[config.mk]
export PLATFORM = sky130hd
export DESIGN_NAME = tpd_root_cell
export DESIGN_NICKNAME = d
export VERILOG_FILES = /design/src/hw/rtl/tpd_pkg.sv /design/src/hw/rtl/tpd_root_cell.sv
export SDC_FILE = /design/constraint.sdc
export NUM_CORES = 1
export LEC_CHECK = 0
export BUFFER_PORTS_ARGS = -buffer_cell sky130_fd_sc_hd__buf_2
export CAP_MARGIN = 20
export CORE_MARGIN = 4
export CORE_UTILIZATION = 59
export DETAILED_ROUTE_END_ITERATION = 8
export PLACE_DENSITY = 0.88
export SLEW_MARGIN = 20
export SYNTH_ARGS = -nofsm -noshare
export SYNTH_HDL_FRONTEND = slang
export SYNTH_SLANG_ARGS = --single-unit
[constraint.sdc]
create_clock -name clk -period 2.4 [get_ports clk]
set_clock_uncertainty 0.05 [all_clocks]
set_input_delay 0.24 -clock clk [delete_from_list [all_inputs] [get_ports clk]]
set_output_delay 0.24 -clock clk [all_outputs]
set_load 0.005 [all_outputs]
[src/hw/rtl/tpd_pkg.sv]
// ----------------------------------------------------------------------------
// tpd_pkg
// Shared types and constants of the planar distance pipeline.
// ----------------------------------------------------------------------------
`default_nettype none

package tpd_pkg;

	localparam int KIND_WIDTH = 2;
	localparam int DIST_WIDTH = 17;

	// largest representable distance, results above it saturate
	localparam logic [DIST_WIDTH-1:0] DIST_MAX = {DIST_WIDTH{1'b1}};

	// distance kinds; the unused code falls back to Euclidean rounded
	typedef enum logic [KIND_WIDTH-1:0] {
		KIND_EUC  = 2'd0,
		KIND_CEIL = 2'd1,
		KIND_ATT  = 2'd2
	} kind_t;

endpackage

`default_nettype wire

[src/hw/rtl/tpd_root_cell.sv]
// ----------------------------------------------------------------------------
// tpd_root_cell
// One bit of a digit-by-digit square root: tests k*(r + 2^b)^2 <= T.
// ----------------------------------------------------------------------------
`default_nettype none

module tpd_root_cell import tpd_pkg::*; #(
	parameter int ROOT_W  = 26,
	parameter int REM_W   = 51,
	parameter int BIT_POS = 0
) (
	input  logic              clk,
	input  logic              arst_n,
	input  logic              adv,
	input  logic              in_valid,
	input  kind_t             in_kind,
	input  logic [ROOT_W-1:0] in_root,
	input  logic [REM_W-1:0]  in_rem,
	output logic              out_valid,
	output kind_t             out_kind,
	output logic [ROOT_W-1:0] out_root,
	output logic [REM_W-1:0]  out_rem
);

	localparam int TRIAL_W = REM_W + 5;

	logic              valid_s1;
	kind_t             kind_s1;
	logic [ROOT_W-1:0] root_s1;
	logic [REM_W-1:0]  rem_s1;

	logic [TRIAL_W-1:0] trial, trial_k;
	logic               fits;

	// remainder holds T - k*r^2; r has no bits at or below BIT_POS yet,
	// so 2^(b+1)*r + 2^(2b) is a plain OR
	always_comb begin
		trial   = (TRIAL_W'(in_root) << (BIT_POS + 1)) | (TRIAL_W'(1) << (2 * BIT_POS));
		trial_k = (in_kind == KIND_ATT) ? (trial << 3) + (trial << 1) : trial;
		fits    = TRIAL_W'(in_rem) >= trial_k;
	end

	always_ff @(posedge clk or negedge arst_n) begin
		if (!arst_n) begin
			valid_s1 <= 1'b0;
		end else if (adv) begin
			valid_s1 <= in_valid;
		end
	end

	always_ff @(posedge clk) begin
		if (adv && in_valid) begin
			kind_s1 <= in_kind;
			root_s1 <= fits ? (in_root | (ROOT_W'(1) << BIT_POS)) : in_root;
			rem_s1  <= fits ? (in_rem - trial_k[REM_W-1:0]) : in_rem;
		end
	end

	assign out_valid = valid_s1;
	assign out_kind  = kind_s1;
	assign out_root  = root_s1;
	assign out_rem   = rem_s1;

endmodule

`default_nettype wire

==> results of run 1 <==
[metrics by stage]
stage / TNS, ns / std cells / util
2_1_floorplan: -79.09 / 733 / -
3_3_place_gp: -102.56 / 1247 / 0.8710
3_5_place_dp: -115.28 / 1247 / 0.8710
4_1_cts: -90.78 / 1287 / 0.9572
[layer usage]
metal,GRT usage,GRT overflow
met5,0.3176,0
met4,0.7474,22
met3,0.6385,2
met2,0.8972,16
met1,0.7325,0
[kinds of logic after synthesis]
kind of cell,count (synthesis),share of synthesized area
muxes,11,0.01700
adders and majority gates,57,0.1087
and+or+nand+nor,242,0.1891
buffers and inverters,50,0.03008
DFF,80,0.3579
xor gates and xnor gates,63,0.08238
AOI/OAI and AO/OA,230,0.2148
[timing repair]
item	in CTS
endpoints found under the hold margin	1
hold buffers	1
pin swaps	31
gates resized for setup	87
buffers inserted	23
endpoints found under the setup margin	52
gates cloned	0
==> impl_metrics.ini, run 1 <==
[yosys]
synth.distinct_cells = 68
synth.top_cells.by_area = edfxtp_1, ha_1, a21oi_1
synth_top_cells_by_count = a21oi_1, edfxtp_1, nor2_1, nand2_1, ha_1
ys_dominant_reg_cell = edfxtp_1
yosys_warnings = 0
synth_top_area_cell = edfxtp_1
syn_inst = 733
synth.net_count = 873
synth_top_area_frac = 0.3542
yosysSeqAreaShare = 0.3579
syn_avg_cell_area_sq_um = 9.137
yosys_register_bits = 80
synthMostInstantiatedCell = a21oi_1
post_synth_arst_share = 0.01250
synth_enable_flop_cells = 79
post_synth_instance_area_sq_um = 6698

[status]
failed_stage = global routing
tool.error = [ERROR GRT-0116] Global routing finished with congestion. Check the congestion regions in the DRC Viewer.
status = did not finish

[placed_design]
portBuffers = 162
place.gp.congestion = 1.010
detailed_place_hpwl_microns = 20200
placed_standard_cell_area_sq_um = 9567
minimum_setup_slack_after_placement_ns = -2.452

[clock_network]
cts.sink_count = 80
cts_inserted_buffers = 9
htree_num_levels = 3
clk_path_buf_depth = 2
cts_root_buffer = clkbuf_16

[floorplanning]
row_count = 38
die_w_microns = 114.5
number_of_top_level_design_ports = 163
floorplan.initialDensity = 0.6098
fp.dieH_microns = 114.5

[global_route]
grt_first_pass_wirelength_microns = 73060
grt_use_total = 0.7503
grt_remaining_overflow = 40
grt_pass1_vias = 11389
grt_max_degree = 41
==> run 2: changes to the inputs <==
- CORE_UTILIZATION: 59 -> 40
- PLACE_DENSITY: 0.88 -> default
- PLACE_DENSITY_LB_ADDON: default -> 0.15
==> impl_metrics.ini, run 2 <==
[critical_path]
worst-r2r-setup-slack_ns = 1.61
worst_r2r_path_depth = 1
cp.arrival_ns = 4.23
rr_endpoint = out_valid
critPathCapture = out_rem[38]
reg2reg_from = out_valid
setup_crit_start_kind = input port
cp_data_required_time_ns = 2.45
timing_worst_setup_path_type = input port to flop
endpoint_kind = flop
timing.critical_path.fanout_max = 4
startpoint = in_root[6]

[global_route]
grt_first_pass_wirelength_microns = 35280
grt_remaining_overflow = 0
grt_max_degree = 54
grt_pass1_vias = 7083
grt_use_total = 0.2377
grt_antenna_before_repair = 1

[sta]
setup_viol_count_final = 52
maxSlewHeadroom = 0.5621
final_period_minus_worst_setup_slack_ns = 4.181
tightestPinTransition_ns = 0.6518
timing.hold.ws_ns = 0.03012
finalHoldViolations = 0
timing.final.max_slew_violations = 0
grt_setup_unrepaired = true
maxClockFrequency_mhz = 239.2
timing.final.ws_setup_ns = -1.781
min_period_over_period = 1.742

[yosys]
syn_avg_cell_area_sq_um = 9.137
synth.net_count = 873
post_synth_instance_area_sq_um = 6698
synth_top_cells_by_count = a21oi_1, edfxtp_1, nor2_1, nand2_1, ha_1
post_synth_arst_share = 0.01250
synth_top_area_frac = 0.3542
yosysSeqAreaShare = 0.3579
synth.top_cells.by_area = edfxtp_1, ha_1, a21oi_1
ys_dominant_reg_cell = edfxtp_1
synth_top_area_cell = edfxtp_1
synth_enable_flop_cells = 79
yosys_register_bits = 80
yosys_warnings = 0
synth.distinct_cells = 68
syn_inst = 733
synthMostInstantiatedCell = a21oi_1

[floorplanning]
row_count = 47
die_w_microns = 137.4
fp.dieH_microns = 137.4
design.core.area_sq_um = 16520
floorplan.initialDensity = 0.4053
die-area_sq_um = 18880
number_of_top_level_design_ports = 163

[final_layout]
final_layout_size_suffix_gt1_frac = 0.5285
fill_cells = 1305
syn_to_final_growth_pct = 69.81
layout_common_cells = buf_4, buf_2, edfxtp_1
nets = 1312
final_common_cell = buf_4
largest_register_ff_count = 51
num_antenna_cells = 0

[placed_design]
detailed_place_hpwl_microns = 17700
portBuffers = 162
minimum_setup_slack_after_placement_ns = -2.340
place.gp.congestion = 0.8805

[routing]
wl_microns = 23230
avgViaCountPerCell = 5.246
detail-route-antenna-nets = 0
detail_route.first_pass.iterations = 4
per_cell_routed_wire_length_microns = 16.62
drt_first_iter_violations = 363
drc = 0
via_count_of_the_routed_design = 7328

[power]
static-leakage-power_uw = 0.004955
power_per_cell_area_nw_per_um2 = 510.3
irDropWorstVdd_uv = 381.3

[clock_network]
tritoncts = built
clk_path_buf_depth = 2
cts.sink_count = 80
htree_num_levels = 3
cts.reportedPaths.clkPinSlew_ns = 0.06
cts_inserted_buffers = 9
cts_root_buffer = clkbuf_16
clock_latency_ns = 0.35

[status]
failed_checks = setup timing
status = finished, violations left

[hold_path]
worst_hold_path_type = input port to flop

[run]
maxCapViolCount = 0
## run 2: worst max-delay path: stages
cell and delay, ns:
buf_4 0.15, ha_4 0.26, a21oi_2 0.18, nand2_1 0.12, nor4_4 0.38, or3_4 0.24, nand3_4 0.11, a211oi_2 0.23
and3b_2 0.24, ha_4 0.30, nand4_4 0.08, or4_4 0.57, nor3_4 0.14, a21o_4 0.16, o21bai_4 0.10, a21bo_4 0.25
a2111o_1 0.36, xnor2_1 0.13
## run 2: power by group
part           total, uW  switching [uW]  internal (uW)
clock network       1500             591            913
logic               2540            1240           1300
registers           1760            31.0           1730
total               5800            1860           3940
## run 2: what timing repair did
action	CTS	global route
endpoints found under the hold margin	1	0
hold buffers	1	0
pin swaps	24	38
setup endpoints to repair	52	52
gates resized for setup	116	114
cloned	4	0
buffers inserted	15	17
## run 2: worst min-delay path by stage
stage	cells past startpoint	slack, ns	endpoint	startpoint
6_report	1	0.03	out_kind[0]	in_kind[0]
2_1_floorplan	0	-0.11	out_valid	arst_n
5_1_grt	1	0.04	out_kind[1]	in_kind[1]
3_3_place_gp	1	-0.04	out_valid	arst_n
3_5_place_dp	1	-0.04	out_valid	arst_n
4_1_cts	1	0.02	out_kind[0]	in_kind[0]
## run 2: metal layers
| metal | vias to the layer above | wire length, microns | GRT usage |
|---|---|---|---|
| met2 | 162 | 11650 | 0.4094 |
| met5 | - | 13 | 0 |
| met4 | 2 | 520 | 0.07206 |
| met1 | 3473 | 10120 | 0.3100 |
| li1 | 3656 | - | - |
| met3 | 35 | 918 | 0.03141 |
## run 2: logic make-up after synthesis
kind of cell	synth area share
AND/OR/NAND/NOR	0.1891
AO/OA/AOI/OAI	0.2148
flip-flops	0.3579
XOR/XNOR	0.08238
adder cells (fa/ha/maj)	0.1087
buffers and inverters	0.03008
multiplexers	0.01700
## run 2: final cells by class
| class | count | area, sq um | area share |
|---|---|---|---|
| Clock buffer | 11 | 232.7 | 0.02046 |
| Clock inverter | 5 | 81.33 | 0.007151 |
| Inverter | 27 | 113.9 | 0.01001 |
| Multi-Input combinational cell | 603 | 5011 | 0.4406 |
| Sequential cell | 80 | 2397 | 0.2108 |
| Tap cell | 220 | 275.3 | 0.02420 |
| Timing Repair Buffer | 451 | 3262 | 0.2868 |
## run 2: per-stage QoR
step | util | instance area, sq um | std cells | TNS, ns | power, uW
floorplan | - | 6912 | 733 | -79.09 | 2927
global placement | 0.5947 | 9827 | 1345 | -106.59 | 3985
detailed placement | 0.5947 | 9827 | 1345 | -109.73 | 4001
CTS | 0.6544 | 10810 | 1381 | -85.28 | 5650
global route | 0.6883 | 11370 | 1397 | -94.48 | 6137
finish | 0.6883 | 11370 | 1397 | -85.24 | 5804
Note: power is estimated with default switching activity, not from simulation.
