===== src/hw/rtl/tpd_pkg.sv =====
// ----------------------------------------------------------------------------
// tpd_pkg
// Shared types and constants of the planar distance pipeline.
// ----------------------------------------------------------------------------
`default_nettype none

package tpd_pkg;

	localparam int KIND_WIDTH = 2;
	localparam int DIST_WIDTH = 17;

	// largest representable distance, results above it saturate
	localparam logic [DIST_WIDTH-1:0] DIST_MAX = {DIST_WIDTH{1'b1}};

	// distance kinds; the unused code falls back to Euclidean rounded
	typedef enum logic [KIND_WIDTH-1:0] {
		KIND_EUC  = 2'd0,
		KIND_CEIL = 2'd1,
		KIND_ATT  = 2'd2
	} kind_t;

endpackage

`default_nettype wire


===== src/hw/rtl/tpd_prep.sv =====
// ----------------------------------------------------------------------------
// tpd_prep
// Front stages: absolute deltas, squares, then the radicand for the root row.
// ----------------------------------------------------------------------------
`default_nettype none

module tpd_prep import tpd_pkg::*; #(
	parameter int COORD_WIDTH = 24,
	parameter int REM_W       = 51
) (
	input  logic                          clk,
	input  logic                          arst_n,
	input  logic [2:0]                    adv,
	input  logic                          in_valid,
	input  kind_t                         in_kind,
	input  logic signed [COORD_WIDTH-1:0] first_x,
	input  logic signed [COORD_WIDTH-1:0] first_y,
	input  logic signed [COORD_WIDTH-1:0] second_x,
	input  logic signed [COORD_WIDTH-1:0] second_y,
	output logic [2:0]                    out_valid,
	output kind_t                         out_kind,
	output logic [REM_W-1:0]              out_rem
);

	localparam int SQ_W  = 2 * COORD_WIDTH;
	localparam int SUM_W = SQ_W + 1;

	logic [2:0]             valid_q;
	logic [COORD_WIDTH-1:0] adx_s1, ady_s1;
	kind_t                  kind_s1, kind_s2, kind_s3;
	logic [SQ_W-1:0]        sqx_s2, sqy_s2;
	logic [REM_W-1:0]       rem_s3;

	logic [COORD_WIDTH:0]   dx, dy, mag_x, mag_y;
	logic [SUM_W-1:0]       sum;

	always_comb begin
		dx    = {second_x[COORD_WIDTH-1], second_x} - {first_x[COORD_WIDTH-1], first_x};
		dy    = {second_y[COORD_WIDTH-1], second_y} - {first_y[COORD_WIDTH-1], first_y};
		mag_x = dx[COORD_WIDTH] ? -dx : dx;
		mag_y = dy[COORD_WIDTH] ? -dy : dy;
		sum   = SUM_W'(sqx_s2) + SUM_W'(sqy_s2);
	end

	always_ff @(posedge clk or negedge arst_n) begin
		if (!arst_n) begin
			valid_q <= '0;
		end else begin
			if (adv[0]) valid_q[0] <= in_valid;
			if (adv[1]) valid_q[1] <= valid_q[0];
			if (adv[2]) valid_q[2] <= valid_q[1];
		end
	end

	always_ff @(posedge clk) begin
		if (adv[0] && in_valid) begin
			adx_s1  <= mag_x[COORD_WIDTH-1:0];
			ady_s1  <= mag_y[COORD_WIDTH-1:0];
			kind_s1 <= in_kind;
		end
		if (adv[1] && valid_q[0]) begin
			sqx_s2  <= adx_s1 * adx_s1;
			sqy_s2  <= ady_s1 * ady_s1;
			kind_s2 <= kind_s1;
		end
		if (adv[2] && valid_q[1]) begin
			// rounded Euclidean works on 4*S so the half-unit bit falls out of the root
			rem_s3  <= (kind_s2 == KIND_EUC) ? REM_W'({sum, 2'b00}) : REM_W'(sum);
			kind_s3 <= kind_s2;
		end
	end

	assign out_valid = valid_q;
	assign out_kind  = kind_s3;
	assign out_rem   = rem_s3;

endmodule

`default_nettype wire


===== config.mk =====
export PLATFORM = sky130hd
export DESIGN_NAME = tpd_prep
export DESIGN_NICKNAME = d
export VERILOG_FILES = /design/src/hw/rtl/tpd_pkg.sv /design/src/hw/rtl/tpd_prep.sv
export SDC_FILE = /design/constraint.sdc
export NUM_CORES = 2
export LEC_CHECK = 0
export ABC_AREA = 0
export BUFFER_PORTS_ARGS = -buffer_cell sky130_fd_sc_hd__buf_2
export CORE_MARGIN = 2
export CORE_UTILIZATION = 50
export DETAILED_ROUTE_END_ITERATION = 12
export PLACE_DENSITY_LB_ADDON = 0.08
export SYNTH_ARGS = -nofsm -noshare
export SYNTH_HDL_FRONTEND = slang
export SYNTH_SLANG_ARGS = --single-unit

===== constraint.sdc =====
create_clock -name clk -period 7.25 [get_ports clk]
set_clock_uncertainty 0.2 [all_clocks]
set_input_delay 0.3625 -clock clk [delete_from_list [all_inputs] [get_ports clk]]
set_output_delay 0.3625 -clock clk [all_outputs]
set_load 0.01 [all_outputs]

### Word level (Yosys, flattened, before mapping)

Index checks and enable logic that the tools add are counted.

| storage, ports and cells | value |
|---|---|
| register bits after elaboration | 204 |
| latch bits | 0 |
| memory bits (writable) | 0 |
| memory bits (read-only) | 0 |
| input port bits | 104 |
| output and inout port bits | 56 |
| word-level logic and storage cells | 27 |
| memories kept | 0 |

| cells by class | value |
|---|---|
| add/sub/neg operators | 5 |
| multiply operators | 2 |
| div/mod/pow operators | 0 |
| order comparisons | 0 |
| equality and inequality tests | 0 |
| shifts and indexed selects | 0 |
| multiplexer cells | 3 |
| bitwise gates (word level) | 0 |
| reductions and logical operators | 4 |

Operator list:

| cell | count |
|---|---|
| multiplier 24 x 24 -> 48 bit | 2 |
| subtractor 24 x 24 -> 25 bit | 2 |
| adder 48 x 48 -> 49 bit | 1 |
| two-way mux 49 bit | 1 |
| two-way mux 24 bit | 2 |
| negator 24 bit | 2 |
| logical AND 1 bit | 3 |
| zero test 2 bit | 1 |

### Depth between registers and ports, before layout

| logic depth | value |
|---|---|
| word-level depth | 3 |
| gate-level depth with buffers | 28 |
| depth with buffers taken out | 27 |

### Least setup slack after synthesis

No wires, ideal clock.

| path | value |
|---|---|
| path kind | register -> register |
| start | register ady_s1[9] |
| end | register sqy_s2[46], data pin |
| library setup time | 0.264 ns |
| arrival time | 7.039 ns |
| data required time | 6.786 ns |
| setup slack | -0.253 ns |
| stages on the path, launching flop included | 29 |
| buffers on the path | 2 |
| period minus slack after synthesis | 7.503 ns |
| cells stage by stage | edfxtp_1 > clkbuf_1 > clkbuf_1 > nand2_1 > fa_1 > inv_1 > fa_1 > inv_1 > fa_1 > inv_1 > fa_1 > inv_1 > fa_1 > inv_1 > fa_1 > inv_1 > fa_1 > inv_1 > ha_1 > nand2_1 > o21ai_0 > a21o_1 > a221o_1 > a41oi_2 > o41ai_1 > a311o_1 > a41o_1 > a221oi_1 > xnor2_1 |

| between the ends | value |
|---|---|
| cells in the longest elaborated chain, start to end | 1 |

Ends and longest elaborated chain:

| item | line | source |
|---|---|---|
| from (decl) | tpd_prep.sv:29 | `logic [COORD_WIDTH-1:0] adx_s1, ady_s1;` |
| from (signal assigned) | tpd_prep.sv:58 | `ady_s1 <= mag_y[COORD_WIDTH-1:0];` |
| multiplier 24 x 24 -> 48 bit | tpd_prep.sv:63 | `sqy_s2 <= ady_s1 * ady_s1;` |
| to (signal assigned) | tpd_prep.sv:63 |  |
| to (decl) | tpd_prep.sv:31 | `logic [SQ_W-1:0] sqx_s2, sqy_s2;` |

No other way between the ends.
A chain may end at the register's enable or synchronous reset.

### Worst setup path after layout

| path | value |
|---|---|
| start | register ady_s1[8] |
| end | register sqy_s2[46], data pin |

The elaborated chain is that of the path after synthesis.

==> metrics <==
status=finished with violations; failing checks=negative setup slack; share of layout cells above drive strength 1=0.201; fmax=0.136 GHz; sequential element share of the synthesized area=0.133; FILL cells=8057; CP max FO=3; synthesized area=0.0454 mm²; CP peak stage delay=560 ps; minimum clock period=7370 ps; Std-Cell Rows=110; overall routing resource usage=0.235; n_diodes=0; Synth Net Count=6271; post-synth top area cell=fa_1; Area Growth Syn to Fin=19.7%; RR Endpoint=sqy_s2[46]; setup violators final=11; Top FF cell, synth=edfxtp_1; Worst Path Required=7380 ps; initial antenna violation count=1; CTS clock-pin slew for the worst setup and hold paths=80 ps; top-area cell type share of the netlist area=0.372; floorplan core area=0.0900 mm²; Buf+Inv Stages, Crit Path=8; Placed Instance Area=0.0508 mm²; DIE AREA=0.0933 mm²; final core occ=0.604; Routed Antenna Nets=0; root buffer selected by CTS=clkbuf_16; Critical Path Stages=27; WL final=107000 µm; asr flop ratio synth=0.0149; critical path class=flop to flop; largest cells by area after synthesis=fa_1 37%, edfxtp_1 13%, ha_1 13%; CTS tree=done; Critical Path Most Common Cell=fa_1; CP endpoint=sqy_s2[46]; Multi-input gate area=0.0353 mm²; syn avg cell area=9.33 µm²; Hold Crit Class=input pin to flop; CTS H-tree lvls=1; critical path launch point=ady_s1[8]; largest net degree at the start of global routing=69; Max-slew headroom=0.404; initial cell density of the core=0.505; DRC=0; R2R setup slack=-120 ps; RSZ-0062 raised after global routing=yes; Register Area=0.00605 mm²; post-route setup TNS=-567 ps; CTS sink cnt=202; worst slew pin tran=883 ps; Nets=6890; clock buffer depth=3; Worst EP arrival=7490 ps; Top Family by Delay on Critical Path=adder cells; Final Cell Area=0.0544 mm²; count of pins over their slew limit=0; Max-Cap Viols=0; port buffer count=159; DR pass1 iterations=6; die width=305 µm; endpoint class of the critical path=flop; total gr overflow=0; post-DP HPWL=90400 µm; TritonCTS buffer count=26; dpl ws=-795 ps; Ports=160; post-synth cell types=92; Post-synth EDFFs=199; Final WS setup=-118 ps; R2R cell count=27; clk_lat worst skew=590 ps; #FFs+latches synth=202; CP max stage cell=fa_1; Worst setup SP type=flop; Final Cycle Share=1.02; Via density=5.08; vias in the first global route=35500; R2R Path Start=ady_s1[8]; Routed WL per cell=16.0 µm; Die Y=305 µm; Synth Instances=4868; first-pass GRT wire length=177000 µm; Synthesis Warnings=0; initial drt markers=1832; GPL Wtd Cong=0.884; via count=34000; final hold vios=0
flip-flops by register name, indices dropped and copies added (netlist names):
| register | count |
|---|---|
| sqy_s2 | 47 |
| sqx_s2 | 47 |
| ady_s1 | 24 |
| adx_s1 | 24 |
| kind_s2 | 2 |
| kind_s1 | 2 |
| out_rem | 51 |
| out_valid | 3 |
| out_kind | 2 |
per-stage QoR:
stage	std cells	hold WS [ps]
2_1_floorplan	4868	-133
3_3_place_gp	6521	-38.2
3_5_place_dp	6521	-38.3
4_1_cts	6630	35.0
5_1_grt	6682	87.7
6_report	6682	77.0
worst reg2reg max path, cell delays in order (launching register included):
cell and delay (ps):
edfxtp_1 390, buf_4 150, inv_2 60, buf_6 140
nor2_4 60, buf_6 110, fa_1 560, inv_1 60
fa_1 460, fa_1 520, fa_1 550, fa_1 440
fa_1 490, fa_1 510, inv_2 50, ha_4 220
a21o_1 160, a21o_1 170, a21o_1 170, buf_6 120
a21oi_2 120, buf_4 130, a2bb2oi_4 170, o41ai_4 120
a311o_1 410, a41o_1 220, a221oi_2 260, xnor2_1 100
timing repair:
item	in CTS	in global routing
setup endpoints to repair	34	36
buffers inserted	51	59
cloned	3	1
resized for setup	186	229
endpoints found under the hold margin	9	0
pin swaps	104	170
hold buffers	9	0
cells in the final DEF, fill, tap and decap left out, types with 14 or more instances in the layout:
cell type / count
inv_1: 1232
fa_1: 802
buf_4: 469
ha_1: 428
nand2_1: 424
and2_1: 201
edfxtp_1: 199
buf_2: 159
nor2_1: 145
xnor2_1: 144
a21oi_1: 142
o21ai_0: 102
a21o_1: 101
buf_6: 71
xor2_1: 68
inv_2: 52
nand3_1: 46
fa_2: 43
nor3_1: 37
nand2_2: 30
and2_4: 29
nor2b_1: 28
clkbuf_16: 28
o21a_1: 23
ha_4: 23
a21oi_2: 22
nand4_1: 22
buf_12: 22
o21bai_1: 21
nand2b_1: 19
and3_1: 17
o31ai_1: 16
a31oi_1: 15
o211ai_1: 14
cell type report:
cell class | count | area share
Clock inverter | 19 | 0.00566
Timing Repair Buffer | 734 | 0.105
Inverter | 1285 | 0.0887
Tap cell | 1176 | 0.0271
Sequential cell | 202 | 0.111
Clock buffer | 28 | 0.0125
Multi-Input combinational cell | 3238 | 0.649
cells by family (layout without fill, tap and decap cells):
family | count (synthesis) | count (layout) | share of synthesized area
XOR/XNOR | 214 | 214 | 0.0412
flip-flops | 202 | 202 | 0.133
AO/OA/AOI/OAI | 614 | 614 | 0.0902
AND/OR/NAND/NOR | 1094 | 1094 | 0.116
adder cells (fa/ha/maj) | 1299 | 1299 | 0.497
multiplexers | 17 | 17 | 0.00402
buffers and inverters | 1428 | 2066 | 0.118
synth_stat cells (49+ instances only):
| library cell | instances |
|---|---|
| clkbuf_1 | 136 |
| nor2_1 | 156 |
| o21ai_0 | 115 |
| inv_1 | 1285 |
| edfxtp_1 | 199 |
| nand3_1 | 49 |
| a21oi_1 | 167 |
| a21o_1 | 101 |
| fa_1 | 845 |
| xor2_1 | 70 |
| xnor2_1 | 144 |
| and2_1 | 231 |
| ha_1 | 454 |
| nand2_1 | 461 |
worst min path at each step:
stage,endpoint,from,cells after the start,slack [ps]
after CTS,adx_s1[0],second_x[0],4,30
after global placement,out_valid[2],arst_n,1,-40
final,adx_s1[0],second_x[0],4,80
after detailed placement,out_valid[2],arst_n,1,-40
after global routing,ady_s1[0],first_y[0],3,90
after floorplan,out_valid[0],arst_n,0,-130
routing by layer:
metal | track usage | share of wire
met5 | 0 | 0
met4 | 0.0432 | 0.018
met3 | 0.0208 | 0.038
met2 | 0.404 | 0.50
met1 | 0.327 | 0.45
Power is not shown: default switching activity piles up to over one toggle a cycle in this logic, so the estimate is an artifact.
