### src/hw/rtl/tpd_pkg.sv
// ----------------------------------------------------------------------------
// tpd_pkg
// Shared types and constants of the planar distance pipeline.
// ----------------------------------------------------------------------------
`default_nettype none

package tpd_pkg;

	localparam int KIND_WIDTH = 2;
	localparam int DIST_WIDTH = 17;

	// largest representable distance, results above it saturate
	localparam logic [DIST_WIDTH-1:0] DIST_MAX = {DIST_WIDTH{1'b1}};

	// distance kinds; the unused code falls back to Euclidean rounded
	typedef enum logic [KIND_WIDTH-1:0] {
		KIND_EUC  = 2'd0,
		KIND_CEIL = 2'd1,
		KIND_ATT  = 2'd2
	} kind_t;

endpackage

`default_nettype wire

### src/hw/rtl/tpd_finish.sv
// ----------------------------------------------------------------------------
// tpd_finish
// Output register: ceiling or rounding of the root, scaling to whole units.
// ----------------------------------------------------------------------------
`default_nettype none

module tpd_finish import tpd_pkg::*; #(
	parameter int ROOT_W          = 26,
	parameter int REM_W           = 51,
	parameter int COORD_FRAC_BITS = 8
) (
	input  logic                  clk,
	input  logic                  arst_n,
	input  logic                  adv,
	input  logic                  in_valid,
	input  kind_t                 in_kind,
	input  logic [ROOT_W-1:0]     in_root,
	input  logic [REM_W-1:0]      in_rem,
	output logic                  out_valid,
	output logic [DIST_WIDTH-1:0] out_distance
);

	localparam int EXT_W = ROOT_W + COORD_FRAC_BITS + DIST_WIDTH;
	localparam logic [EXT_W-1:0] UNIT = {{(EXT_W-1){1'b0}}, 1'b1} << COORD_FRAC_BITS;

	logic                  valid_s1;
	logic [DIST_WIDTH-1:0] distance_s1;

	logic [EXT_W-1:0] sum, scaled;
	logic [DIST_WIDTH-1:0] dist_sat;

	always_comb begin
		case (in_kind)
			KIND_CEIL, KIND_ATT: begin
				// nonzero remainder: root was not exact, step up to the ceiling
				sum    = EXT_W'(in_root) + EXT_W'(in_rem != '0) + (UNIT - EXT_W'(1));
				scaled = sum >> COORD_FRAC_BITS;
			end
			default: begin
				sum    = EXT_W'(in_root) + UNIT;
				scaled = sum >> (COORD_FRAC_BITS + 1);
			end
		endcase
		dist_sat = (scaled > EXT_W'(DIST_MAX)) ? DIST_MAX : scaled[DIST_WIDTH-1:0];
	end

	always_ff @(posedge clk or negedge arst_n) begin
		if (!arst_n) begin
			valid_s1 <= 1'b0;
		end else if (adv) begin
			valid_s1 <= in_valid;
		end
	end

	always_ff @(posedge clk) begin
		if (adv && in_valid) begin
			distance_s1 <= dist_sat;
		end
	end

	assign out_valid    = valid_s1;
	assign out_distance = distance_s1;

endmodule

`default_nettype wire

### config.mk
export PLATFORM = sky130hd
export DESIGN_NAME = tpd_finish
export DESIGN_NICKNAME = d
export VERILOG_FILES = /design/src/hw/rtl/tpd_pkg.sv /design/src/hw/rtl/tpd_finish.sv
export SDC_FILE = /design/constraint.sdc
export NUM_CORES = 1
export LEC_CHECK = 0
export ABC_AREA = 1
export BUFFER_PORTS_ARGS = -buffer_cell sky130_fd_sc_hd__buf_2
export CAP_MARGIN = 20
export CORE_MARGIN = 4
export CORE_UTILIZATION = 46
export DETAILED_ROUTE_END_ITERATION = 10
export GPL_TIMING_DRIVEN = 0
export MAX_ROUTING_LAYER = met4
export PLACE_DENSITY_LB_ADDON = 0.2
export SYNTH_ARGS = -nofsm -noshare
export SYNTH_HDL_FRONTEND = slang
export SYNTH_SLANG_ARGS = --single-unit
### constraint.sdc
create_clock -name clk -period 0.8 [get_ports clk]
set_input_delay 0.08 -clock clk [delete_from_list [all_inputs] [get_ports clk]]
set_output_delay 0.08 -clock clk [all_outputs]
set_load 0.02 [all_outputs]
# Yosys cells after proc, flatten, opt, wreduce, memory -nomap -nowiden

Index checks and enable logic that the tools add are counted.

Memories: 0
Input port bits: 83
Memory bits (writable): 0
Logic and storage cells: 12
Output and inout bits: 18
Bits in latches: 0
Bits in read-only memories: 0
Flip-flop bits (word level): 18

Reductions and logical operators: 3
$mul: 0
Magnitude comparators: 1
Divide/modulo/power cells: 0
Bitwise logic cells: 0
Multiplexer cells: 1
Shifts and indexed selects: 0
Add/subtract/negate cells: 3
Equal/unequal tests: 2

Operators by type and width:

| operator                                                         | number |
|---|---|
| greater-than comparator 51 x 17 -> 1 bit (second input constant) | 1 |
| nonzero test 51 bit                                              | 1 |
| adder 27 x 8 -> 28 bit (second input constant)                   | 1 |
| adder 26 x 1 -> 27 bit                                           | 1 |
| adder 26 x 9 -> 27 bit (second input constant)                   | 1 |
| 2-to-1 mux 20 bit                                                | 1 |
| == test 2 x 1 -> 1 bit (second input constant)                   | 1 |
| == test 2 bit (second input constant)                            | 1 |
| OR reduction 2 bit                                               | 1 |
| logical AND 1 bit                                                | 1 |

# Logic depth before layout (Yosys ltp)

Gate-level depths: netlist (run 1).

Word-level depth: 5
Mapped depth: 13
Mapped depth without buffers: 11

# Worst setup path after synthesis (run 1)

No wires, ideal clock.

Path type: in2reg
From: in in_rem[47]
To: reg distance_s1[2], in the netlist out_distance[2] (data pin)
Setup time: 0.259 ns
Data arrival time: 1.138 ns
Setup slack: -0.597 ns
Buffers on the path: 2
Required time: 0.541 ns
Cell stages on the path: 12
Cell sequence: nor2_1 > nand2_1 > nor2_1 > nand2_1 > nor2_1 > nand2_2 > buf_6 > buf_6 > a21oi_1 > nand2_1 > nand2_1 > nand3_1

Longest elaborated chain between the ends: 5

Ends and longest elaborated chain:

| item                                     | line             | RTL |
|---|---|---|
| from (decl)                              | tpd_finish.sv:18 | `input logic [REM_W-1:0] in_rem,` |
| nonzero test 51 bit *                    | tpd_finish.sv:36 | `sum = EXT_W'(in_root) + EXT_W'(in_rem != '0) + (UNIT - EXT_W'(1));` |
| adder 26 x 1 -> 27 bit *                 | tpd_finish.sv:36 |  |
| adder 27 x 8 -> 28 bit *                 | tpd_finish.sv:36 |  |
| 2-to-1 mux 20 bit *                      | tpd_finish.sv:33 | `case (in_kind)` |
| greater-than comparator 51 x 17 -> 1 bit | tpd_finish.sv:44 | `dist_sat = (scaled > EXT_W'(DIST_MAX)) ? DIST_MAX : scaled[DIST_WIDTH-1:0];` |
| to (signal assigned)                     | tpd_finish.sv:57 | `distance_s1 <= dist_sat;` |
| to (decl)                                | tpd_finish.sv:27 | `logic [DIST_WIDTH-1:0] distance_s1;` |

Every way passes the cells marked *; elsewhere a longest branch is shown, timed or not.
A chain may end at the register's enable or synchronous reset.

# Final worst setup path (run 1)

From: in in_rem[44]
To: reg distance_s1[8], in the netlist out_distance[8] (data pin)

The elaborated chain is that of the path after synthesis.

==> flow_metrics.tcl, run 1 <==
set metrics [dict create \
    gp_congestion 0.9162 \
    netlist_area_um2 1884 \
    fillCellCount 299 \
    maxSlewViolCount 0 \
    cpLargestDelayFamily "simple AND/OR/NAND/NOR gates" \
    crit_path_start "in_rem[44]" \
    netlist_instances 302 \
    numCtsBuffers 3 \
    worstSetupPathType "in2reg" \
    wl_met2_mm 2.823 \
    clk_root_buffer_cell "clkbuf_8" \
    top_layer_used "met4" \
    cp_slowest_stage_delay_ns 0.20 \
    synth_nets 386 \
    fin_worst_skew_ns 0 \
    via_per_inst 4.983 \
    maxSlewHeadroom_pct 78.07 \
    r2r_start "out_valid" \
    die_h_um 72 \
    clockBufferDepth 2 \
    drt_pre_antenna_iters 4 \
    clk_pin_slew_ns 0.06 \
    dr_total_vias 2357 \
    start_util_pct 47.45 \
    cp.depth 12 \
    fmax_ghz 0.7062 \
    synthDistinctLibCells 29 \
    reg2reg_to "out_valid" \
    drt_iter0_drc 163 \
    ys_warn_count 0 \
    wl_met1_mm 2.380 \
    fin_crit_ns 1.416 \
    end_kind "register" \
    drtAntennaViolNets 0 \
    clkSinkCount 18 \
    yosysSeqAreaShare_pct 28.42 \
    reg2regPathDepth 2 \
    antenna_found_initial 0 \
    fp.dieW_um 72 \
    ir_drop_mv 0.4342 \
    fin_crit_sh_pct 177.0 \
    hpwlAfterDp_mm 4.124 \
    grt_max_degree 18 \
    htree_num_levels 1 \
    violations "setup timing" \
    timing.reg2reg.setup_slack_ns 0.17 \
    rsz0062_at_grt "true" \
    cp.required_ns 0.79 \
    slowest_stage "nand3b_4" \
    hold_viol 0 \
    drt-wirelength-per-cell_um 12.10 \
    power.density_nw_per_um2 948.5 \
    p_leak_nw 1.489 \
    final_nets 508 \
    cts_tree "done" \
    worstPathCellList "buf_6 > nor2_4 > nand2_2 > nor2_1 > nand2_1 > nor2_2 > nand2_2 > buf_12 > nor2_4 > nand3b_4 > buf_6 > nand3_2" \
    multi_input_area_um2 1401 \
    io_pins 101 \
    path_max_fanout 7 \
    wl_met3_um 473 \
    yosys-top-cells-area "edfxtp_1 27%, nand2_1 21%, nand3_1 15%" \
    yosys.area.top_type "edfxtp_1" \
    min_path_type "in2reg" \
    portBuffers 100 \
    arrival_ns 1.41 \
    seq_area_um2 535.5 \
    syn_to_final_growth_pct 60.23 \
    maxCapViolations 0 \
    core-area_um2 3971 \
    layout_setup_ws_ns -0.6161 \
    worstMarginPinSlew_ns 0.3283 \
    status "complete, but fails checks" \
    syn_avg_cell_area_um2 6.239 \
    pre_cts_slack_ns -0.9051 \
    synth_top_area_share_pct 27.09 \
    finalSetupViolations 35 \
    rows 23 \
    clk_latency_ns 0.24 \
    drive_gt1_share_pct 45.15 \
    dieArea_um2 5184 \
    placed_cell_area_um2 2532 \
    antenna_cells 0 \
    grt_usage_pct 21.71 \
    finalWirelength_mm 5.723 \
    drc 0 \
    crit_buf_inv 3 \
    start_kind "input port" \
    grt_pass1_wl_mm 9.066 \
    crit_end "out_distance[8]" \
    ys_ff_latch 18 \
    gr-total-overflow 0 \
    stdcell_area_um2 3019 \
    grt_pass1_vias 2173 \
]
-- worst reg2reg max path, delay by kind of cell (launching register included) --
kind                   cells  cell delay [ns]
buffers and inverters      1             0.06
DFF                        1             0.39
AOI/OAI and AO/OA          1             0.06
-- registers in the layout, summed over array words and instances (netlist names) --
register and flops:
out_valid 1, out_distance 17
-- layout make-up --
type                    count  share of cell area, %
repair buffers            116                  25.86
flip-flops and latches     18                  17.74
clock buffers               4                  1.492
inverters                  29                  3.854
multi-input cells         248                  46.42
well taps                  50                  2.072
plain buffers               8                  2.569
-- report_power, final --
part	total (W)	internal (W)	leakage, nW	switching [W]
logic	0.00110	0.000489	1.29	0.000616
registers	0.00115	0.00113	0.179	0.0000187
clock network	0.000609	0.000352	0.0228	0.000257
-- through the flow --
stage,hold WS [ns],total power (W),instances,TNS [ns],utilization (%)
2_1_floorplan,-0.2156,0.001693,302,-9.052,-
3_3_place_gp,-0.1455,0.002070,452,-17.48,63.77
3_5_place_dp,-0.1443,0.002083,452,-17.75,63.77
4_1_cts,0.03276,0.002782,472,-10.02,72.43
5_1_grt,0.06570,0.003018,473,-13.05,76.02
6_report,0.03640,0.002864,473,-10.61,76.02
-- per-layer routing --
metal	GRT usage (%)	up-vias
li1	-	1216
met4	3.967	0
met5	-	-
met1	27.96	1029
met2	37.76	106
met3	1.662	6
-- synthesized netlist by cell type (all sizes together) --
cell / number
nor3: 7
nand3: 59
or2: 2
nor3b: 1
xnor2: 1
buf: 7
nand2: 109
inv: 29
nor2: 50
nand4: 1
dfrtp: 1
clkbuf: 1
xor2: 3
nor4: 1
ha: 1
a21oi: 3
and3: 1
edfxtp: 17
nand3b: 3
o21ai: 5
-- worst min path at each step --
stage,start,endpoint,slack [ns],depth (start not counted)
3_3_place_gp,arst_n,out_valid,-0.15,1
3_5_place_dp,arst_n,out_valid,-0.14,1
2_1_floorplan,arst_n,out_valid,-0.22,0
4_1_cts,adv,out_valid,0.03,2
6_report,adv,out_valid,0.04,2
5_1_grt,adv,out_valid,0.07,2
-- placed cells by master, fill, tap and decap left out, drive strengths merged, types with 2 or more instances in the layout --
cell type,count
nor3,7
nand2,110
a21oi,3
xor2,3
or2,2
buf,122
nand3b,3
edfxtp,17
inv,27
clkinvlp,2
clkbuf,5
nor2,50
o21ai,5
nand3,59
-- kinds of logic (layout without fill, tap and decap cells) --
kind of cell / count (synthesis) / in the layout / share of synthesized area (%)
and+or+nand+nor: 234 / 235 / 57.44
buffers and inverters: 37 / 157 / 9.495
DFF: 18 / 18 / 28.42
AOI/OAI and AO/OA: 8 / 8 / 2.124
xor gates and xnor gates: 4 / 4 / 1.860
adders and majority gates: 1 / 1 / 0.6639
-- timing repair --
action                                  CTS  global route
hold endpoints to repair                  1             0
pin swaps                                29            24
cloned                                    4             0
hold buffers                              1             0
resized for setup                        35            34
setup buffers                            11             1
endpoints found under the setup margin   35            35
Power figures use the tool's default switching activity.
==> run 2: changes to the inputs <==
==> constraint.sdc (replaced) <==
create_clock -name clk -period 0.8 [get_ports clk]
set_input_delay 0.08 -clock clk [delete_from_list [all_inputs] [get_ports clk]]
set_output_delay 0.08 -clock clk [all_outputs]
set_load 0.005 [all_outputs]
==> flow_metrics.tcl, run 2 (same netlist as run 1, synthesis figures left out) <==
set metrics [dict create \
    min_path_type "in2reg" \
    finalSetupViolations 27 \
    grt_pass1_vias 2167 \
    maxSlewViolCount 0 \
    fp.dieW_um 72 \
    maxCapViolations 0 \
    seq_area_um2 535.5 \
    p_seq_share_pct 41.6 \
    die_h_um 72 \
    fin_crit_ns 1.410 \
    clk_latency_ns 0.24 \
    worstMarginPinSlew_ns 0.3242 \
    fillCellCount 306 \
    worstHoldStart "adv" \
    pre_cts_slack_ns -0.9051 \
    fmax_ghz 0.7092 \
    gp_congestion 0.9162 \
    rows 23 \
    arrival_ns 1.40 \
    drive_gt1_share_pct 45.15 \
    dieArea_um2 5184 \
    numCtsBuffers 3 \
    largest_reg_flops 17 \
    clkPwrFrac_pct 22.3 \
    timing.reg2reg.setup_slack_ns 0.20 \
    cts_tree "done" \
    fin_worst_skew_ns 0 \
    antenna_cells 0 \
    core-area_um2 3971 \
    violations "setup timing" \
    drt_iter0_drc 170 \
    switching_share_pct 29.30 \
    drtAntennaViolNets 0 \
    final_nets 508 \
    clk_root_buffer_cell "clkbuf_8" \
    ir_drop_mv 0.4304 \
    hpwlAfterDp_mm 4.124 \
    crit_path_start "in_rem[44]" \
    finalWirelength_mm 5.698 \
    grt_usage_pct 21.65 \
    dr_total_vias 2354 \
    end_kind "register" \
    layout_setup_ws_ns -0.6101 \
    p_sw_w 0.0008063 \
    start_kind "input port" \
    cp.required_ns 0.79 \
    drc 0 \
    drt-wirelength-per-cell_um 12.05 \
    combPwrFrac_pct 36.1 \
    p_leak_nw 1.479 \
    clk_pin_slew_ns 0.06 \
    power.density_nw_per_um2 921.1 \
    final_core_utilization_pct 75.24 \
    htree_num_levels 1 \
    antenna_found_initial 0 \
    fin_crit_sh_pct 176.3 \
    grt_pass1_wl_mm 9.045 \
    start_util_pct 47.45 \
    clockBufferDepth 2 \
    portBuffers 100 \
    io_pins 101 \
    worstSetupPathType "in2reg" \
    layout_commonest_cell "nand2_1" \
    drt_pre_antenna_iters 4 \
    maxSlewHeadroom_pct 78.34 \
    r2r_start "out_valid" \
    syn_to_final_growth_pct 58.57 \
    hold_viol 0 \
    grt_max_degree 18 \
    path_max_fanout 7 \
    status "complete, but fails checks" \
    clkSinkCount 18 \
    via_per_inst 4.977 \
    mostFrequentLayoutCells "99 x nand2_1, 86 x buf_2, 37 x nand3_1" \
    intPower_w 0.001946 \
    gr-total-overflow 0 \
    multi_input_area_um2 1401 \
    rsz0062_at_grt "true" \
    whs_ns 0.03583 \
]
run 2: cell counts in the layout (fill, tap and decap cells not counted):
Identical to the previous run, type by type.
run 2: layer usage:
| metal | part of all wire, % | global-route usage (%) | vias up |
|---|---|---|---|
| met5 | 0 | - | - |
| met4 | 1.0 | 3.967 | 0 |
| met3 | 8.8 | 1.662 | 8 |
| met2 | 49 | 37.55 | 103 |
| met1 | 42 | 27.96 | 1028 |
| li1 | - | - | 1215 |
run 2: worst max-delay path, stage by stage:
cell      delay, ns
buf_6          0.10
nor2_4         0.10
nand2_2        0.06
nor2_1         0.10
nand2_1        0.06
nor2_2         0.15
nand2_2        0.10
buf_12         0.14
nor2_4         0.10
nand3b_4       0.19
buf_6          0.15
nand3_2        0.07
run 2: cell type report:
type                    instances  share of cell area, %
multi-input cells             248                  46.90
repair buffers                116                  25.08
flip-flops and latches         18                  17.92
inverters                      29                  3.894
plain buffers                   8                  2.596
well taps                      50                  2.094
clock buffers                   4                  1.508
run 2: power by group through the flow:
stage / registers [W] / clock network (W) / logic (W)
final: 0.00114 / 0.000614 / 0.000994
after CTS: 0.00114 / 0.000629 / 0.000916
after detailed placement: 0.00116 / 0 / 0.000832
after floorplan: 0.00118 / 0 / 0.000423
after global routing: 0.00115 / 0.000652 / 0.00110
after global placement: 0.00116 / 0 / 0.000820
run 2: path summary, 6_finish.rpt:
path	endpoint	cells after the start
hold reg to reg	out_valid	2
max in group asynchronous	out_valid	2
min in group asynchronous	out_valid	2
hold / removal	out_valid	2
setup reg to reg	out_valid	2
setup / recovery	out_distance[13]	12
run 2: timing repair:
action	CTS	global route
hold buffers	1	0
gates cloned	4	0
setup endpoints to repair	35	35
gates resized for setup	33	26
hold endpoints to repair	1	0
pin swaps	29	24
buffers inserted	11	1
run 2: per-stage QoR:
step                      instances  TNS, ns  total power [W]  area [um2]
after floorplan                 302   -9.052         0.001604        1969
after global placement          452   -17.48         0.001984        2532
after detailed placement        452   -17.75         0.001996        2532
after CTS                       472   -9.450         0.002690        2870
after global routing            473   -12.47         0.002902        2988
final                           473   -9.935         0.002752        2988
